**config.mk**
```make
export PLATFORM = sky130hd
export DESIGN_NAME = mdwt_front
export DESIGN_NICKNAME = d
export VERILOG_FILES = /design/src/mdwt_pkg.sv /design/src/mdwt_front.sv
export SDC_FILE = /design/constraint.sdc
export NUM_CORES = 1
export LEC_CHECK = 0
export BUFFER_PORTS_ARGS = -buffer_cell sky130_fd_sc_hd__clkbuf_2
export CAP_MARGIN = 20
export CORE_MARGIN = 2
export CORE_UTILIZATION = 48
export CTS_BUF_LIST = sky130_fd_sc_hd__clkbuf_2 sky130_fd_sc_hd__clkbuf_4 sky130_fd_sc_hd__clkbuf_8
export DETAILED_ROUTE_END_ITERATION = 16
export PLACE_DENSITY = 0.8
export SYNTH_ARGS = -nofsm -noshare
export SYNTH_HDL_FRONTEND = slang
export SYNTH_SLANG_ARGS = --single-unit
```
**constraint.sdc**
```tcl
create_clock -name clk -period 2.24 [get_ports clk]
set_input_delay 0.112 -clock clk [delete_from_list [all_inputs] [get_ports clk]]
set_output_delay 0.112 -clock clk [all_outputs]
set_load 0.02 [all_outputs]
```
**src/mdwt_pkg.sv**
```systemverilog
`timescale 1ns / 1ps
package mdwt_pkg;
	localparam int MAX_ITEMS = 65536;
	localparam int AW = $clog2(MAX_ITEMS);
	localparam int CW = 17;
	localparam int TW = 31;
	localparam int SW = 32;

	typedef struct packed {
		logic          last;
		logic [TW-1:0] ts;
	} item_t;

	typedef struct packed {
		logic          overflow;
		logic          final_res;
		logic [SW-1:0] span;
		logic [CW-1:0] count;
		logic          valid;
	} res_t;
endpackage

```
**src/mdwt_front.sv**
```systemverilog
`timescale 1ns / 1ps
module mdwt_front import mdwt_pkg::*; (
	input  logic  clk,
	input  logic  arst_n,
	input  logic  in_valid,
	output logic  in_ready,
	input  item_t in_item,
	output logic  q_valid,
	input  logic  q_pop,
	output item_t q_item
);
	item_t      buf_q [2];
	logic       wp_q, rp_q;
	logic [1:0] cnt_q;
	logic       push, pop;

	assign in_ready = cnt_q != 2'd2;
	assign q_valid  = cnt_q != 2'd0;
	assign q_item   = buf_q[rp_q];
	assign push     = in_valid && in_ready;
	assign pop      = q_pop && q_valid;

	always_ff @(posedge clk) begin
		if (push)
			buf_q[wp_q] <= in_item;
	end

	always_ff @(posedge clk or negedge arst_n) begin
		if (!arst_n) begin
			wp_q  <= 1'b0;
			rp_q  <= 1'b0;
			cnt_q <= 2'd0;
		end else begin
			if (push)
				wp_q <= ~wp_q;
			if (pop)
				rp_q <= ~rp_q;
			case ({push, pop})
				2'b10:   cnt_q <= cnt_q + 2'd1;
				2'b01:   cnt_q <= cnt_q - 2'd1;
				default: cnt_q <= cnt_q;
			endcase
		end
	end

	a_cnt: assert property (@(posedge clk) disable iff (!arst_n) cnt_q != 2'd3)
		else $error("queue count out of range");
	a_ptr: assert property (@(posedge clk) disable iff (!arst_n)
		(cnt_q == 2'd0 || cnt_q == 2'd2) |-> wp_q == rp_q)
		else $error("queue pointers disagree with count");
	a_full: assert property (@(posedge clk) disable iff (!arst_n)
		cnt_q == 2'd1 |-> wp_q != rp_q)
		else $error("queue pointers disagree with count");
endmodule

```
=== Yosys cells after proc, flatten, opt, wreduce, memory -nomap -nowiden ===
Memory sizes are Yosys's and may differ from the RTL's.
Cells that the tools add are included.

* Register bits after elaboration: 4
* Bits in latches: 0
* Bits in writable memories: 64
* ROM bits: 0
* Bits of input ports: 36
* Output and inout bits: 34
* Word-level logic and storage cells: 18
* Memories kept: 1

{| class="wikitable"
|+ Memory list
! name !! depth !! width !! rd ports !! clocked after Yosys merged registers in !! wr ports !! line !! source
|-
| buf_q || 2 || 32 || 1 || 0 || 1 || mdwt_front.sv:12 || <nowiki>item_t buf_q [2];</nowiki>
|}

* Add/sub/neg operators: 2
* Multiply operators: 0
* Div/mod/pow operators: 0
* $lt $le $gt $ge: 0
* Eq/ne operators: 3
* Shifts and indexed selects: 0
* Mux-type cells: 3
* Bitwise gates (word level): 2
* Reductions and logical operators: 4

{| class="wikitable"
|+ Operators by type and width
! operator !! number
|-
| one-hot mux 2 bit (2 select lines) || 1
|-
| nonzero test 2 bit || 2
|-
| adder 2 x 1 -> 2 bit (second input constant) || 1
|-
| equality test 2 x 1 -> 1 bit (second input constant) || 1
|-
| equality test 2 bit (second input constant) || 1
|-
| logical AND 1 bit || 2
|-
| two-way mux 1 bit || 2
|-
| != test 2 bit (second input constant) || 1
|-
| inverter 1 bit || 2
|-
| subtractor 2 x 1 -> 2 bit (second input constant) || 1
|}

=== Logic depth before layout (Yosys ltp) ===
* Word-level depth: 4
* Depth in mapped cells: 6
* Gate-level depth less buffers: 6

=== Worst setup path after synthesis ===
Ideal clock, no wire load.

* Path type: reg-to-reg
* Start point: reg cnt_q[0]
* End point: mem buf_q[0][0] (netlist bit), enable pin
* Library setup time: 0.421 ns
* Arrival time: 2.161 ns
* Data required time: 1.819 ns
* Setup slack: -0.342 ns
* Stages on the path, launching flop included: 4
* Path buffers: 0
* Clock period less this slack: 2.582 ns
* Cells stage by stage: dfrtp_1 nand2b_1 nand2_1 nor2_1

* Word-level cells in the longest chain between the ends: 4

{| class="wikitable"
|+ Ends and longest elaborated chain
! element !! line !! source
|-
| from (decl) || mdwt_front.sv:14 || <nowiki>logic [1:0] cnt_q;</nowiki>
|-
| from (signal assigned) || mdwt_front.sv:39 || <nowiki>2'b10: cnt_q <= cnt_q + 2'd1;</nowiki>
|-
| from (signal assigned) || mdwt_front.sv:40 || <nowiki>2'b01: cnt_q <= cnt_q - 2'd1;</nowiki>
|-
| from (signal assigned) || mdwt_front.sv:41 || <nowiki>default: cnt_q <= cnt_q;</nowiki>
|-
| != test 2 bit || mdwt_front.sv:17 || <nowiki>assign in_ready = cnt_q != 2'd2;</nowiki>
|-
| net in_ready || mdwt_front.sv:6 || <nowiki>output logic in_ready,</nowiki>
|-
| logical AND 1 bit || mdwt_front.sv:20 || <nowiki>assign push = in_valid && in_ready;</nowiki>
|-
| two-way mux 1 bit || mdwt_front.sv:24 || <nowiki>if (push)</nowiki>
|-
| two-way mux 1 bit (implied by the code) || mdwt_front.sv:25 || <nowiki>buf_q[wp_q] <= in_item;</nowiki>
|-
| to (decl) || mdwt_front.sv:12 ||
|}

The timed path passes the listed nets, and every way through them passes these cells.

==> reports/summary.txt <==
Clk root buf - clkbuf_8
Synth warn - 0
Iteration-0 DRC count of the detailed router - 20
Global-route wire length before repair - 6910 um
Clk_lat worst skew - 0.33 ns
Finish-stage setup viols - 0
Final cell count without fillers - 306
Most frequent cells in the layout - clkbuf_2, edfxtp_1, dlygate4sd3_1
Unrepaired setup endpoints after global routing - false
CTS tree - done
DRC viols - 0
Router iterations before antenna repair - 4
Vias in the first global route - 1520
Ports - 70
Final ANT Viol Nets - 0
Post-Synth Simple-Gate Area - 1.54%
Total power - 0.00452 W
Slew HR - 71.9%
Top Layer Used - met4
Multi-input gate area - 463 um2
Gpl congestion - 0.689
IO buf count - 69
Post-synthesis sequential area ratio - 80.2%
Post-synthesis cell count - 117
Final nets - 268
Slew @ Worst Pin - 0.421 ns
Longest Clk Path Bufs - 2
Synthesized cell area - 2520 um2
Yosys cell types - 14
Tot GR Track Use - 15.8%
CP required - 2.13 ns
Drt total wl - 4370 um
Register area - 2020 um2
Synthesized Nets - 154
Ratio of final minimum period to clock period - 73.1%
Multiplexer share of the synthesized area - 14.3%
Routed vias/inst - 4.71
Core area - 5070 um2
Max Clk Rate - 611 MHz
Maximum vdd ir drop - 0.740 mV
CTS Sinks - 68
# rows - 26
Dpl hpwl - 2640 um
Fin crit period - 1.64 ns
Leak - 1.39 nW
Synth Area in Compound Gates - 0%
Largest family of logic cells by synthesized area - multiplexers
FF+latch count, synth - 68
PwrDens - 1280 nW/um2
Adder-cell share of the synthesized area - 0.496%
Status - complete, no violations
Crit-path max FO - 23
Die width - 76.5 um
Num CTS Buffers - 9
Via Count - 1441
Synth Area in XOR/XNOR - 1.74%
Post-synthesis average cell area - 21.6 um2
Grt ovf - 0
Ant. Diodes - 0
Startpoint class of the critical path - register
Clock transition at path regs - 0.06 ns
Critical Path AT - 1.52 ns
CP Capture Type - output pin
Metal1 wirelength - 1800 um
Setup TNS - 0 ns
Layout cells sized above 1 - 51.7%
CTS H-tree depth - 3
Antenna violations before repair - 0
Avg WL per Cell - 14.3 um
Largest net degree at the start of global routing - 33
Placed insts - 257
Hold crit path type - in2reg
Most common cell after layout, fill and taps aside - clkbuf_2
Starting density of the core - 49.7%
CP Class - reg2out
Max Cap Viol - 0
Hold Violations, Final - 0
# fillers - 335
Max-slew violation count - 0
Full die area - 5850 um2
Metal2 WL - 2220 um
Clock skew - 0.00682 ns
Synth-to-layout area growth - 39.7%
Met3 wire length - 223 um
Die H - 76.5 um
==> state kept, by name, indices dropped and copies added, names as in the netlist <==
signal,cells
buf_q,64
cnt_q,2
rp_q,1
wp_q,1
==> critical path, stage by stage (launching register included) <==
cell	delay [ns]
dfrtp_1	0.34
buf_4	0.30
mux2_2	0.39
clkbuf_2	0.16
==> cell type report <==
cell class              count  share of cell area, %
clock buffers              11                   3.94
well taps                  70                   2.48
clock inverters             5                   2.84
multi-input cells          45                   13.1
repair buffers            107                   20.2
flip-flops and latches     68                   57.4
==> stage by stage <==
| step | utilization [%] | cell area (um2) | setup WS (ns) | hold WS [ns] |
|---|---|---|---|---|
| finish | 69.5 | 3520 | 0.603 | 0.101 |
| global route | 69.5 | 3520 | 0.543 | 0.114 |
| CTS | 69.5 | 3520 | 0.590 | 0.0824 |
| detailed placement | 58.2 | 2960 | 0.677 | -0.0753 |
| global placement | 58.2 | 2960 | 0.732 | -0.0762 |
| floorplan | - | 2520 | 0.182 | -0.184 |
==> layer usage <==
metal,vias up,global-route usage (%)
met2,57,25.9
met4,0,9.09
met3,14,5.09
li1,681,-
met5,-,0
met1,689,18.4
==> kinds of logic after synthesis <==
kind of cell  count (synthesis)
xor+xnor                      5
mux                          32
buf+inv                       4
fa+ha+maj                     1
flops                        68
simple gates                  7
==> final timing paths <==
check / from / end / slack [ns] / depth (start not counted)
max: rp_q / q_item[14] / 0.60 / 3
min: q_pop / rp_q / 0.10 / 3
max reg2reg: cnt_q[0] / cnt_q[1] / 0.66 / 6
min reg2reg: cnt_q[1] / cnt_q[1] / 0.49 / 1
max in group asynchronous: arst_n / rp_q / 1.98 / 2
min in group asynchronous: arst_n / cnt_q[0] / 0.14 / 2
==> where the power goes <==
group / leakage, nW / switching, W / internal (W)
Clock: 0.124 / 0.000410 / 0.000761
Sequential: 0.641 / 0.0000854 / 0.00174
Combinational: 0.620 / 0.000900 / 0.000624
Total: 1.39 / 0.00139 / 0.00313
==> Yosys cell counts <==
master	number	share of area (%)
and2_4	1	0.35
mux2_1	2	0.89
edfxtp_1	64	76
nand2_1	1	0.15
mux2_2	30	13
xnor2_1	3	1.0
buf_6	4	1.8
or2_1	1	0.25
dfrtp_1	4	4.0
and3_1	1	0.25
nand2b_1	1	0.25
nor2_1	2	0.30
xor2_1	2	0.69
ha_1	1	0.50
==> timing repair <==
action,CTS,global route
hold endpoints to repair,68,0
buffers inserted,0,0
hold buffers,33,0
resized for setup,0,0
Note: power is estimated with default switching activity, not from simulation.
